## config.mk

```make
export PLATFORM = sky130hd
export DESIGN_NAME = de_bruijn_sequence_generator_core_flat
export DESIGN_NICKNAME = d
export VERILOG_FILES = /design/src/sv/dbsg_pkg.sv /design/src/sv/dbsg_if.sv /design/src/sv/dbsg_cfg_regs.sv /design/src/sv/dbsg_digit_ram.sv /design/src/sv/dbsg_walker.sv /design/src/sv/de_bruijn_sequence_generator_core.sv /design/src/flat_wrapper.sv
export SDC_FILE = /design/constraint.sdc
export NUM_CORES = 1
export LEC_CHECK = 0
export BUFFER_PORTS_ARGS = -buffer_cell sky130_fd_sc_hd__clkbuf_2
export CAP_MARGIN = 20
export CORE_MARGIN = 1
export CORE_UTILIZATION = 57
export DETAILED_ROUTE_END_ITERATION = 8
export PLACE_DENSITY = 0.8
export SYNTH_ARGS = -nofsm -noshare
export SYNTH_HDL_FRONTEND = slang
export SYNTH_SLANG_ARGS = --single-unit
```

## constraint.sdc

```tcl
create_clock -name clk -period 4.6 [get_ports clk]
set_clock_uncertainty 0.2 [all_clocks]
set_input_delay 0.23 -clock clk [delete_from_list [all_inputs] [get_ports clk]]
set_output_delay 0.23 -clock clk [all_outputs]
set_load 0.02 [all_outputs]
```

## src/sv/dbsg_pkg.sv

```systemverilog
package dbsg_pkg;

  // Fixed field widths
  localparam int DIGIT_W = 3;
  localparam int SYM_W   = 8;
  localparam int PDATA_W = 64;
  localparam int PADDR_W = 5;

  // Register reset values
  localparam logic [3:0]  ALPHABET_RST = 4'd2;
  localparam logic [4:0]  ORDER_RST    = 5'd3;
  localparam logic        CYCLIC_RST   = 1'b1;
  localparam logic [63:0] SYMMAP_RST   = 64'h0706050403020100;

  // Register index, taken from paddr[4:3]
  typedef enum logic [1:0] {
    REG_ALPHABET = 2'd0,
    REG_ORDER    = 2'd1,
    REG_CYCLIC   = 2'd2,
    REG_SYMMAP   = 2'd3
  } reg_idx_t;

  // Sequence phase
  typedef enum logic [1:0] {
    PH_GEN  = 2'd0,
    PH_TAIL = 2'd1,
    PH_DONE = 2'd2
  } phase_t;

  // Walker sequencer states
  typedef enum logic [3:0] {
    ST_IDLE,
    ST_DISPATCH,
    ST_FIND,
    ST_EXT_WR,
    ST_BACK_RD,
    ST_BACK_CHK,
    ST_EMIT_RD,
    ST_EMIT,
    ST_OUT
  } walk_state_t;

  // Register file contents plus write strobe
  typedef struct packed {
    logic [3:0]  alphabet_size;
    logic [4:0]  word_order;
    logic        cyclic_mode;
    logic [63:0] symbol_map;
    logic        wr;
  } cfg_t;

  // Result handed from walker to output stage
  typedef struct packed {
    logic [DIGIT_W-1:0] digit;
    logic               last;
    logic               done_res;
  } res_t;

endpackage

```

## src/sv/dbsg_if.sv

```systemverilog
// Request channel: one request asks for one symbol
interface dbsg_req_if;
  logic valid;
  logic ready;
  logic restart;
  modport source (output valid, output restart, input ready);
  modport sink (input valid, input restart, output ready);
endinterface

// Result channel
interface dbsg_res_if;
  logic       valid;
  logic       ready;
  logic [7:0] symbol;
  logic [2:0] digit;
  logic       last;
  logic       done_res;
  modport source (output valid, output symbol, output digit, output last, output done_res,
                  input ready);
  modport sink (input valid, input symbol, input digit, input last, input done_res,
                output ready);
endinterface

```

## src/sv/dbsg_cfg_regs.sv

```systemverilog
module dbsg_cfg_regs
  import dbsg_pkg::*;
(
  input  logic               clk,
  input  logic               rst,
  input  logic               psel,
  input  logic               penable,
  input  logic               pwrite,
  input  logic [PADDR_W-1:0] paddr,
  input  logic [PDATA_W-1:0] pwdata,
  output logic [PDATA_W-1:0] prdata,
  output logic               pready,
  output cfg_t               cfg
);

  logic [3:0]  alphabet_size;
  logic [4:0]  word_order;
  logic        cyclic_mode;
  logic [63:0] symbol_map;
  logic        wr_en;
  reg_idx_t    idx;

  assign pready = 1'b1;
  assign wr_en  = psel && penable && pwrite;
  assign idx    = reg_idx_t'(paddr[4:3]);

  // Register writes
  always_ff @(posedge clk) begin
    if (rst) begin
      alphabet_size <= ALPHABET_RST;
      word_order    <= ORDER_RST;
      cyclic_mode   <= CYCLIC_RST;
      symbol_map    <= SYMMAP_RST;
    end else if (wr_en) begin
      case (idx)
        REG_ALPHABET: alphabet_size <= pwdata[3:0];
        REG_ORDER:    word_order    <= pwdata[4:0];
        REG_CYCLIC:   cyclic_mode   <= pwdata[0];
        REG_SYMMAP:   symbol_map    <= pwdata;
        default: ;
      endcase
    end
  end

  // Read mux
  always_comb begin
    case (idx)
      REG_ALPHABET: prdata = {60'd0, alphabet_size};
      REG_ORDER:    prdata = {59'd0, word_order};
      REG_CYCLIC:   prdata = {63'd0, cyclic_mode};
      REG_SYMMAP:   prdata = symbol_map;
      default:      prdata = '0;
    endcase
  end

  // Any write restarts the sequence
  assign cfg = '{alphabet_size: alphabet_size, word_order: word_order,
                 cyclic_mode: cyclic_mode, symbol_map: symbol_map, wr: wr_en};

endmodule

```

## src/sv/dbsg_digit_ram.sv

```systemverilog
module dbsg_digit_ram
  import dbsg_pkg::*;
#(
  parameter int MAX_ORDER = 16
) (
  input  logic                                 clk,
  input  logic                                 rst,
  input  logic                                 clr,
  input  logic                                 we,
  input  logic [$clog2(MAX_ORDER+1)-1:0]       waddr,
  input  logic [DIGIT_W-1:0]                   wdata,
  input  logic [$clog2(MAX_ORDER+1)-1:0]       raddr,
  output logic [DIGIT_W-1:0]                   rdata
);

  localparam int DEPTH = MAX_ORDER + 1;

  logic [DIGIT_W-1:0] mem [DEPTH];
  logic [DEPTH-1:0]   vld;

  // Valid bits: an entry not written since restart reads as zero
  always_ff @(posedge clk) begin
    if (rst || clr) begin
      vld <= '0;
    end else if (we) begin
      vld[waddr] <= 1'b1;
    end
  end

  always_ff @(posedge clk) begin
    if (we) begin
      mem[waddr] <= wdata;
    end
  end

  // Registered read
  always_ff @(posedge clk) begin
    rdata <= vld[raddr] ? mem[raddr] : '0;
  end

endmodule

```

## src/sv/dbsg_walker.sv

```systemverilog
module dbsg_walker
  import dbsg_pkg::*;
#(
  parameter int MAX_ORDER    = 16,
  parameter int MAX_ALPHABET = 8
) (
  input  logic       clk,
  input  logic       rst,
  input  cfg_t       cfg,
  dbsg_req_if.sink   req,
  output logic       rslt_valid,
  input  logic       rslt_ready,
  output res_t       rslt
);

  localparam int POS_W  = $clog2(MAX_ORDER + 2);
  localparam int ADDR_W = $clog2(MAX_ORDER + 1);

  walk_state_t state, state_next;
  phase_t      phase, phase_next, end_phase;
  logic [POS_W-1:0] ext, ext_next;
  logic [POS_W-1:0] per, per_next;
  logic [POS_W-1:0] emit, emit_next;
  logic [POS_W-1:0] tail, tail_next;
  logic [POS_W-1:0] tpos, tpos_next;
  logic [POS_W-1:0] modc, modc_next;
  logic             emitted, emitted_next;
  res_t             res_q, res_next;

  logic [POS_W-1:0]   n_eff, emit_inc, tail_inc, modc_inc;
  logic [DIGIT_W-1:0] lim;
  logic               restart_now;

  logic               ram_clr, ram_we;
  logic [ADDR_W-1:0]  ram_waddr, ram_raddr;
  logic [DIGIT_W-1:0] ram_wdata, ram_rdata;

  dbsg_digit_ram #(.MAX_ORDER(MAX_ORDER)) u_ram (
    .clk   (clk),
    .rst   (rst),
    .clr   (ram_clr),
    .we    (ram_we),
    .waddr (ram_waddr),
    .wdata (ram_wdata),
    .raddr (ram_raddr),
    .rdata (ram_rdata)
  );

  // Clamped k-1 and n
  always_comb begin
    if (cfg.alphabet_size == '0) begin
      lim = '0;
    end else if (int'(cfg.alphabet_size) > MAX_ALPHABET) begin
      lim = DIGIT_W'(MAX_ALPHABET - 1);
    end else begin
      lim = DIGIT_W'(cfg.alphabet_size - 4'd1);
    end
    if (cfg.word_order == '0) begin
      n_eff = POS_W'(1);
    end else if (int'(cfg.word_order) > MAX_ORDER) begin
      n_eff = POS_W'(MAX_ORDER);
    end else begin
      n_eff = POS_W'(cfg.word_order);
    end
  end

  assign end_phase = (!cfg.cyclic_mode && n_eff > POS_W'(1)) ? PH_TAIL : PH_DONE;
  assign emit_inc  = emit + POS_W'(1);
  assign tail_inc  = tail + POS_W'(1);
  assign modc_inc  = modc + POS_W'(1);
  assign rslt      = res_q;

  // State register
  always_ff @(posedge clk) begin
    if (rst) begin
      state   <= ST_IDLE;
      phase   <= PH_GEN;
      ext     <= POS_W'(1);
      per     <= POS_W'(1);
      emit    <= '0;
      tail    <= '0;
      tpos    <= '0;
      modc    <= '0;
      emitted <= 1'b0;
    end else begin
      state   <= state_next;
      phase   <= phase_next;
      ext     <= ext_next;
      per     <= per_next;
      emit    <= emit_next;
      tail    <= tail_next;
      tpos    <= tpos_next;
      modc    <= modc_next;
      emitted <= emitted_next;
    end
  end

  always_ff @(posedge clk) begin
    res_q <= res_next;
  end

  // Sequencer: extend, backtrack and emit, at most one RAM access per step
  always_comb begin
    state_next   = state;
    phase_next   = phase;
    ext_next     = ext;
    per_next     = per;
    emit_next    = emit;
    tail_next    = tail;
    tpos_next    = tpos;
    modc_next    = modc;
    emitted_next = emitted;
    res_next     = res_q;
    ram_clr      = 1'b0;
    ram_we       = 1'b0;
    ram_waddr    = '0;
    ram_wdata    = '0;
    ram_raddr    = '0;
    rslt_valid   = 1'b0;
    req.ready    = (state == ST_IDLE);
    restart_now  = cfg.wr || (req.valid && req.ready && req.restart);

    case (state)
      ST_IDLE: begin
        if (req.valid) state_next = ST_DISPATCH;
      end

      ST_DISPATCH: begin
        emitted_next = 1'b0;
        res_next     = '0;
        case (phase)
          PH_GEN: begin
            state_next = (emit == '0) ? ST_FIND : ST_EMIT_RD;
          end
          PH_TAIL: begin
            tail_next  = tail_inc;
            if (tail_inc >= n_eff - POS_W'(1)) begin
              phase_next    = PH_DONE;
              res_next.last = 1'b1;
            end
            state_next = ST_OUT;
          end
          default: begin
            res_next.done_res = 1'b1;
            state_next        = ST_OUT;
          end
        endcase
      end

      // Extend the prefix, select the word when n mod p is zero, else backtrack
      ST_FIND: begin
        if (ext <= n_eff) begin
          ram_raddr  = ADDR_W'(ext - per);
          state_next = ST_EXT_WR;
        end else if (modc == '0) begin
          emit_next  = POS_W'(1);
          state_next = emitted ? ST_OUT : ST_EMIT_RD;
        end else begin
          tpos_next  = n_eff;
          state_next = ST_BACK_RD;
        end
      end

      ST_EXT_WR: begin
        ram_we     = 1'b1;
        ram_waddr  = ADDR_W'(ext);
        ram_wdata  = ram_rdata;
        ext_next   = ext + POS_W'(1);
        modc_next  = (modc_inc == per) ? '0 : modc_inc;
        state_next = ST_FIND;
      end

      // Scan down for the last digit below k-1
      ST_BACK_RD: begin
        if (tpos == '0) begin
          emit_next  = '0;
          tail_next  = '0;
          phase_next = end_phase;
          if (emitted) begin
            res_next.last = (end_phase == PH_DONE);
            state_next    = ST_OUT;
          end else begin
            state_next = ST_DISPATCH;
          end
        end else begin
          ram_raddr  = ADDR_W'(tpos);
          state_next = ST_BACK_CHK;
        end
      end

      ST_BACK_CHK: begin
        if (ram_rdata == lim) begin
          tpos_next  = tpos - POS_W'(1);
          state_next = ST_BACK_RD;
        end else begin
          ram_we     = 1'b1;
          ram_waddr  = ADDR_W'(tpos);
          ram_wdata  = ram_rdata + DIGIT_W'(1);
          per_next   = tpos;
          ext_next   = tpos + POS_W'(1);
          modc_next  = '0;
          state_next = ST_FIND;
        end
      end

      ST_EMIT_RD: begin
        ram_raddr  = (int'(emit) <= MAX_ORDER) ? ADDR_W'(emit) : '0;
        state_next = ST_EMIT;
      end

      ST_EMIT: begin
        res_next.digit = ram_rdata;
        emitted_next   = 1'b1;
        emit_next      = emit_inc;
        if (emit_inc > per) begin
          tpos_next  = n_eff;
          state_next = ST_BACK_RD;
        end else begin
          state_next = ST_OUT;
        end
      end

      ST_OUT: begin
        rslt_valid = 1'b1;
        if (rslt_ready) state_next = ST_IDLE;
      end

      default: state_next = ST_IDLE;
    endcase

    // Fresh sequence on restart request or register write
    if (restart_now) begin
      ram_clr    = 1'b1;
      ext_next   = POS_W'(1);
      per_next   = POS_W'(1);
      emit_next  = '0;
      tail_next  = '0;
      modc_next  = '0;
      phase_next = PH_GEN;
    end
  end

  // Checks that digit RAM clear and write never coincide
  a_clr_we: assert property (@(posedge clk) disable iff (rst) !(ram_clr && ram_we))
    else $error("digit RAM clear and write in one cycle");

  // Restart leaves the walk at its start
  a_restart: assert property (@(posedge clk) disable iff (rst)
    restart_now |=> (ext == POS_W'(1) && per == POS_W'(1) && emit == '0 && phase == PH_GEN))
    else $error("restart did not reinitialize walk");

  // Between requests the emit position stays within the word
  a_emit_rng: assert property (@(posedge clk) disable iff (rst)
    (state == ST_IDLE && phase == PH_GEN) |-> (emit <= per && per <= n_eff))
    else $error("emit position beyond current word");

  // Tail count stays below n-1 while in the tail
  a_tail_rng: assert property (@(posedge clk) disable iff (rst)
    (state == ST_IDLE && phase == PH_TAIL) |-> (tail < n_eff - POS_W'(1)))
    else $error("tail count overran");

endmodule

```

## src/sv/de_bruijn_sequence_generator_core.sv

```systemverilog
// Channel   Dir   Payload                              Handshake
// req       in    restart                              valid/ready
// res       out   symbol, digit, last, done_res        valid/ready
// cfg       in    alphabet_size, word_order,           APB write, pready tied high
//                 cyclic_mode, symbol_map
//
// One request at a time. A tail or done request passes DISPATCH and OUT; a symbol
// inside the current word passes DISPATCH, EMIT_RD, EMIT and OUT. Ending a word adds
// a digit RAM read and a step using it per digit scanned or extended, and a step
// per prefix checked. Synchronous reset loads register defaults and clears the walk
// at once. A register write or a restart request clears the digit RAM valid bits.
// The result register holds one result, letting the sequencer finish one more while res stalls.
module de_bruijn_sequence_generator_core
  import dbsg_pkg::*;
#(
  parameter int MAX_ORDER    = 16,
  parameter int MAX_ALPHABET = 8
) (
  input  logic               clk,
  input  logic               rst,
  dbsg_req_if.sink           req,
  dbsg_res_if.source         res,
  input  logic               psel,
  input  logic               penable,
  input  logic               pwrite,
  input  logic [PADDR_W-1:0] paddr,
  input  logic [PDATA_W-1:0] pwdata,
  output logic [PDATA_W-1:0] prdata,
  output logic               pready
);

  cfg_t cfg;
  res_t rslt;
  logic rslt_valid, rslt_ready, out_valid;

  dbsg_cfg_regs u_cfg (
    .clk     (clk),
    .rst     (rst),
    .psel    (psel),
    .penable (penable),
    .pwrite  (pwrite),
    .paddr   (paddr),
    .pwdata  (pwdata),
    .prdata  (prdata),
    .pready  (pready),
    .cfg     (cfg)
  );

  dbsg_walker #(
    .MAX_ORDER    (MAX_ORDER),
    .MAX_ALPHABET (MAX_ALPHABET)
  ) u_walker (
    .clk        (clk),
    .rst        (rst),
    .cfg        (cfg),
    .req        (req),
    .rslt_valid (rslt_valid),
    .rslt_ready (rslt_ready),
    .rslt       (rslt)
  );

  assign rslt_ready = !out_valid || res.ready;

  // Output register valid
  always_ff @(posedge clk) begin
    if (rst) begin
      out_valid <= 1'b0;
    end else if (rslt_valid && rslt_ready) begin
      out_valid <= 1'b1;
    end else if (res.ready) begin
      out_valid <= 1'b0;
    end
  end

  // Output payload with symbol lookup
  always_ff @(posedge clk) begin
    if (rslt_valid && rslt_ready) begin
      res.symbol   <= rslt.done_res ? '0 : cfg.symbol_map[{rslt.digit, 3'b000} +: SYM_W];
      res.digit    <= rslt.digit;
      res.last     <= rslt.last;
      res.done_res <= rslt.done_res;
    end
  end

  assign res.valid = out_valid;

endmodule

```

## src/flat_wrapper.sv

```systemverilog
// flat-port wrapper written by rule: the top's interface ports become plain ports
module de_bruijn_sequence_generator_core_flat import dbsg_pkg::*;
#(
  parameter int MAX_ORDER    = 16,
  parameter int MAX_ALPHABET = 8
)
  (clk, rst, psel, penable, pwrite, paddr, pwdata, prdata, pready, req_valid, req_restart, req_ready, res_valid, res_symbol, res_digit, res_last, res_done_res, res_ready);
  dbsg_req_if req_i ();
  dbsg_res_if res_i ();
  input  logic clk;
  input  logic rst;
  input  logic psel;
  input  logic penable;
  input  logic pwrite;
  input  logic [PADDR_W-1:0] paddr;
  input  logic [PDATA_W-1:0] pwdata;
  output logic [PDATA_W-1:0] prdata;
  output logic pready;
  input wire logic [$bits(req_i.valid)-1:0] req_valid;
  input wire logic [$bits(req_i.restart)-1:0] req_restart;
  output wire logic [$bits(req_i.ready)-1:0] req_ready;
  output wire logic [$bits(res_i.valid)-1:0] res_valid;
  output wire logic [$bits(res_i.symbol)-1:0] res_symbol;
  output wire logic [$bits(res_i.digit)-1:0] res_digit;
  output wire logic [$bits(res_i.last)-1:0] res_last;
  output wire logic [$bits(res_i.done_res)-1:0] res_done_res;
  input wire logic [$bits(res_i.ready)-1:0] res_ready;
  assign req_i.valid = req_valid;
  assign req_i.restart = req_restart;
  assign req_ready = req_i.ready;
  assign res_valid = res_i.valid;
  assign res_symbol = res_i.symbol;
  assign res_digit = res_i.digit;
  assign res_last = res_i.last;
  assign res_done_res = res_i.done_res;
  assign res_i.ready = res_ready;
  de_bruijn_sequence_generator_core #(.MAX_ORDER(MAX_ORDER), .MAX_ALPHABET(MAX_ALPHABET)) u_core (.clk(clk), .rst(rst), .req(req_i), .res(res_i), .psel(psel), .penable(penable), .pwrite(pwrite), .paddr(paddr), .pwdata(pwdata), .prdata(prdata), .pready(pready));
endmodule
```

==> After elaboration in Yosys (flattened, before gate mapping) <==
Memories as Yosys holds them, arrays and structs flattened. A register that Yosys moved wholly into a read port is not among the register bits.
Index checks and enable logic that the tools add are counted.
{ "word_totals": {"register_bits": 147, "ram_bits": 51, "input_bits": 77, "wordCells": 180, "mem_count": 1} }
{ "op_classes": {"addsub": 10, "n_lt_le_gt_ge": 10, "eq_ne": 27, "shifts": 1, "n_mux": 66, "bitwise": 2, "reduce_logical": 41} }
{ "mem_list": {"columns": ["memory", "words", "word_bits", "read_ports", "rd_ports_with_merged_regs", "write_ports", "line", "text"], "rows": [
  ["u_core.u_walker.u_ram.mem", 17, 3, 1, 1, 1, "dbsg_digit_ram.sv:18", "logic [DIGIT_W-1:0] mem [DEPTH];"]
]} }
{ "op_table": {"columns": ["operator", "n"], "rows": [
  ["$pmux 64 s4", 1],
  ["$mux 5", 17],
  ["$shiftx 64x7->8", 1],
  ["$pmux 5 s3", 3],
  ["$pmux 5 s2", 4],
  ["$mux 4", 9],
  ["$pmux 4 s9", 1],
  ["$add 5x1->5 const B", 5],
  ["$logic_not 5->1", 4],
  ["$ne 2x2->1 const B", 10],
  ["$or 17x17->17", 1],
  ["$eq 4x3->1 const B", 4],
  ["$mux 3", 5],
  ["$mux 1", 14],
  ["$reduce_and 2->1", 7],
  ["$lt 5x6->1 const B", 2],
  ["$pmux 3 s2", 2],
  ["$sub 5x1->5 const B", 2],
  ["$eq 4x2->1 const B", 2],
  ["$logic_not 4->1", 2],
  ["$mux 2", 4],
  ["$reduce_and 4->1", 2],
  ["$reduce_bool 2->1", 4],
  ["$logic_and 1x1->1", 7],
  ["30 further kinds", 44]
]} }

==> Longest topological paths before layout <==
{ "logic_depth": {"depth_word": 11, "mapped_depth": 14, "depth_no_buf": 13} }

==> Modules after synthesis <==
Synthesis repeated with hierarchy kept, for this count alone.
{ "hier_totals": {"cells_unflattened": 1111, "hier_area_um2": 10899.2} }
{ "modules_own_cells": {"columns": ["mod", "n_inst", "cells_each", "area_each_um2", "seq_area_each_um2"], "rows": [
  ["dbsg_cfg_regs", 1, 457, 3663.5, 1481.4],
  ["dbsg_walker", 1, 419, 3415.8, 890.9],
  ["dbsg_digit_ram", 1, 179, 2835.2, 1931.9],
  ["de_bruijn_sequence_generator_core", 1, 56, 984.7, 410.4]
]} }

==> Worst setup path after synthesis <==
No wires, ideal clock.
{ "synth_path": {"kind": "register -> register", "from": "register u_core.u_cfg.word_order[1]", "to": "register u_core.u_walker.u_ram.rdata[1] (read register of u_core.u_walker.u_ram.mem)", "setup_time_ps": 81, "arrival_ps": 3026, "t_required_ps": 4319, "path_slack_ps": 1293, "stages_incl_launch_ff": 14, "period_less_slack_ps": 3307, "cell_sequence": "dfxtp_1 > nor3_1 > nor2_1 > nor2_1 > ha_1 > and4_2 > nand2_1 > a2bb2oi_1 > o21a_1 > clkbuf_1 > a21oi_1 > a221oi_1 > o21ai_0 > a41oi_1"} }
{ "synth_via": {"elab_chain_len": 9} }
{ "synth_rtl": {"columns": ["element", "line", "text"], "rows": [
  ["start, declared", "dbsg_cfg_regs.sv:17", "logic [4:0] word_order;"],
  ["start signal, assigned", "dbsg_cfg_regs.sv:37", "REG_ORDER: word_order <= pwdata[4:0];"],
  ["$gt 5x5->1", "dbsg_walker.sv:60", "end else if (int'(cfg.word_order) > MAX_ORDER) begin"],
  ["$mux 5", "dbsg_walker.sv:60", null],
  ["$mux 5 *", "dbsg_walker.sv:58", "if (cfg.word_order == '0) begin"],
  ["$le 5x5->1 *", "dbsg_walker.sv:152", "if (ext <= n_eff) begin"],
  ["$mux 5 *", "dbsg_walker.sv:152", null],
  ["$pmux 5 s3 *", "dbsg_walker.sv:123", "case (state)"],
  ["$bmux 1 s5", "dbsg_digit_ram.sv:38", "rdata <= vld[raddr] ? mem[raddr] : '0;"],
  ["$mux 1 (not written as such)", "dbsg_digit_ram.sv:38", null],
  ["$logic_not 1->1 (no source line)", null, null],
  ["end, declared", "dbsg_digit_ram.sv:13", "output logic [DIGIT_W-1:0] rdata"]
]} }
Mark *: on every way between the ends. The rest lies on a longest branch, timed or not. The select of a mux whose other input is x is not followed.
A chain may end at the register's enable or synchronous reset.

==> Final worst setup path <==
{ "layout_path": {"from": "register u_core.u_cfg.word_order[1]", "to": "register u_core.u_walker.u_ram.rdata[0] (read register of u_core.u_walker.u_ram.mem)"} }
The elaborated chain is that of the path after synthesis.

==> out/metrics.yaml <==
status:
  status: "finished, final reports clean"
grt:
  grt_first_pass_wirelength_mm: 47.67
  first_global_vias: 9317
  grt_max_degree: 72
  overflow: 0
  track_usage_pct: 32.51
  antenna_found_initial: 1
worst_setup_path:
  worst-path-buf-inv: 0
  max_stage_delay_ns: 0.60
  rrSetupSlack_ns: 0.67
  critPathLaunchType: "flop"
  cp_common_cell: "nor2_1"
  crit_path_end_kind: "flop"
  crit_path_cell_trace: "nor3_1, nor2_1, nor2_1, ha_1, and4_2, nand2_1, a2bb2oi_1, o21a_1, nor2_1, a221oi_1, o221ai_1, and4b_1"
  crit_arrival_ns: 4.14
  cp.required_ns: 4.81
  r2r_start: "u_core.u_cfg.word_order[1]"
  reg2regPathDepth: 12
  cp_max_fo: 16
  crit_family: "compound AO/OA/AOI/OAI gates"
  critPathKind: "flop to flop"
  r2r-end: "u_core.u_walker.u_ram.rdata[0]"
  worst_path_max_delay_cell: "o21a_1"
drt:
  drt-total-wl_mm: 31.34
  drt_first_pass_iters: 5
  ant_nets: 0
  top_layer: "met4"
  wl_per_cell_um: 20.02
  wl_met3_mm: 2.539
  wl_met2_mm: 14.90
  drc: 0
  drtIter0Drc: 1077
  via_per_inst: 6.279
  met1_length_mm: 12.56
  vias: 9827
layout:
  final_area_um2: 12810
  fin_util_pct: 71.32
  fillCellCount: 1212
  final_cell_mix: "nand2_1, clkbuf_2, dfxtp_1, a21oi_1, edfxtp_1"
  final_layout_size_suffix_gt1_share_pct: 19.63
  syn2layout_area_growth_pct: 22.58
  num-nets-final: 1426
  final_common_cell: "nand2_1"
synth:
  yosysTopAreaCell: "dfxtp_1"
  yosys_warnings: 0
  ys_types: 85
  synth-edff-count: 69
  syn_nets: 1237
  synth_area_leaders: "dfxtp_1, edfxtp_1, nand2_1, a21oi_1, and3_1"
  ys_seq_area_share_pct: 45.10
  avgSynthCellArea_um2: 9.258
  syn_area_um2: 10450
  synth_top_area_share_pct: 25.28
  syn-instance-count: 1129
  async_flop_share_pct: 0
  ys.flop_type: "dfxtp_1"
  ys_ff_latch: 201
floorplanning:
  dieArea_um2: 18880
  die_h_um: 137.4
  initial_utilization_pct: 58.19
  dieWidth_um: 137.4
  core_um2: 17960
  rows: 49
  ios: 157
placed_design:
  gp_congestion: 0.9409
  hpwl_mm: 19.75
  detailedPlace.worstSlack_ns: 0.8028
  dpl-instance-area_um2: 11330
  portBuffers: 152
hold_path:
  hold_path_class: "primary input to flop"
  worstHoldStart: "req_restart"
  whs_path_depth: 3
  min_to: "u_core.u_walker.ext[0]"
sta:
  holdWs_ns: 0.07894
  fin_ws_ns: 0.6672
  setup_viol: 0
  worst_pin_slew_ns: 1.054
  slew_violations: 0
  period_minus_slack_ns: 3.933
  tns_ns: 0
  max_freq_ghz: 0.2543
  period_share_pct: 85.50
  slew-limit-headroom_pct: 29.73
  rsz0062_at_grt: "no"
  hold_viol: 0
cts:
  post-cts-setup-buffers: 0
  htreeDepth: 1
  clk_latency_ns: 0.52
  ctsHoldBuffers: 66
  clkSinkCount: 201
  cts_tree: "built"
  ctsResizeCount: 0
  root_buffer: "clkbuf_16"
  cts_buffers: 23
  clkTransAtPathRegs_ns: 0.07
  cts_buffer_depth: 3
power_and_ir_drop:
  p_leak_nw: 5.114
  power.density_nw_per_um2: 355.4
  irDropWorstVdd_mv: 0.3786
flow_run:
  maxCapViolCount: 0
sequential cells by signal, indices dropped and copies added, names as in the netlist, 8 cells and up:
register,cells
u_core.res.symbol,8
u_core.u_walker.u_ram.vld,17
u_core.u_walker.u_ram.mem,51
u_core.u_cfg.symbol_map,64
kinds of logic after synthesis:
kind of cell / synth area share [%]
AND/OR/NAND/NOR: 21.31
AO/OA/AOI/OAI: 16.24
flip-flops: 45.10
buffers and inverters: 4.237
multiplexers: 7.517
adder cells (fa/ha/maj): 3.878
XOR/XNOR: 1.676
other: 0.03588
synthesized netlist by cell type, types with 5 or more instances:
library cell / instances
o21a_1: 14
ha_1: 30
nand3b_1: 5
mux2i_1: 29
nor2_1: 65
and2_1: 5
inv_1: 32
mux2_2: 10
nor2b_1: 5
dfxtp_1: 132
nor3_1: 17
o21ai_0: 37
o211ai_1: 6
xor2_1: 6
a22oi_1: 11
clkbuf_1: 53
a31oi_1: 6
nor4_1: 5
nand2_1: 197
buf_6: 5
xnor2_1: 14
a21o_1: 7
edfxtp_1: 69
nor4b_1: 5
and3_1: 69
o22ai_1: 5
a21oi_1: 94
nand3_1: 46
a221oi_1: 15
a22o_1: 7
a211oi_1: 6
mux4_2: 17
buf_1: 11
a21boi_0: 5
worst reg2reg max path, delay by kind of cell, from the launching register on:
| family | cells | cell delay (ns) |
|---|---|---|
| AND/OR/NAND/NOR | 7 | 1.48 |
| flip-flops | 1 | 0.35 |
| adder cells (fa/ha/maj) | 1 | 0.31 |
| AO/OA/AOI/OAI | 4 | 1.48 |
how the worst max path moves through the flow:
stage                               start                        endpoint  slack (ns)  cells after the start
6_report       u_core.u_cfg.word_order[1]  u_core.u_walker.u_ram.rdata[0]        0.67                     12
5_1_grt        u_core.u_cfg.word_order[1]  u_core.u_walker.u_ram.rdata[0]        0.41                     12
4_1_cts        u_core.u_cfg.word_order[1]  u_core.u_walker.u_ram.rdata[0]        0.71                     12
3_5_place_dp   u_core.u_cfg.word_order[1]  u_core.u_walker.u_ram.rdata[0]        0.80                     12
3_3_place_gp   u_core.u_cfg.word_order[1]  u_core.u_walker.u_ram.rdata[0]        0.93                     12
2_1_floorplan  u_core.u_cfg.word_order[1]  u_core.u_walker.u_ram.rdata[1]        1.29                     13
metrics by stage:
step | power, mW | instances
after global placement | 2.633 | 1454
final | 4.553 | 1565
after global routing | 4.695 | 1564
after CTS | 4.526 | 1562
after floorplan | 2.437 | 1129
after detailed placement | 2.644 | 1454
layout make-up:
type,instances,area (µm²),share of cell area [%]
clock inverter,12,127.6,0.9961
multi-input combinational,822,5319,41.51
clock buffer,30,641.9,5.010
tap,229,286.5,2.236
sequential,201,4715,36.80
timing repair buffer,237,1597,12.46
inverter,33,123.9,0.9668
antenna,1,2.502,0.01953
where the power goes:
part | internal (mW) | total (mW) | switching, mW
clock network | 1.10 | 1.86 | 0.756
logic | 0.301 | 0.709 | 0.408
registers | 1.89 | 1.99 | 0.0984
metal layers:
layer | vias to the layer above | track usage (%)
li1 | 4501 | -
met1 | 4672 | 41.94
met2 | 548 | 52.88
met3 | 106 | 5.923
met4 | 0 | 14.90
met5 | - | 0
No activity file was read; power rests on OpenSTA's default activity.
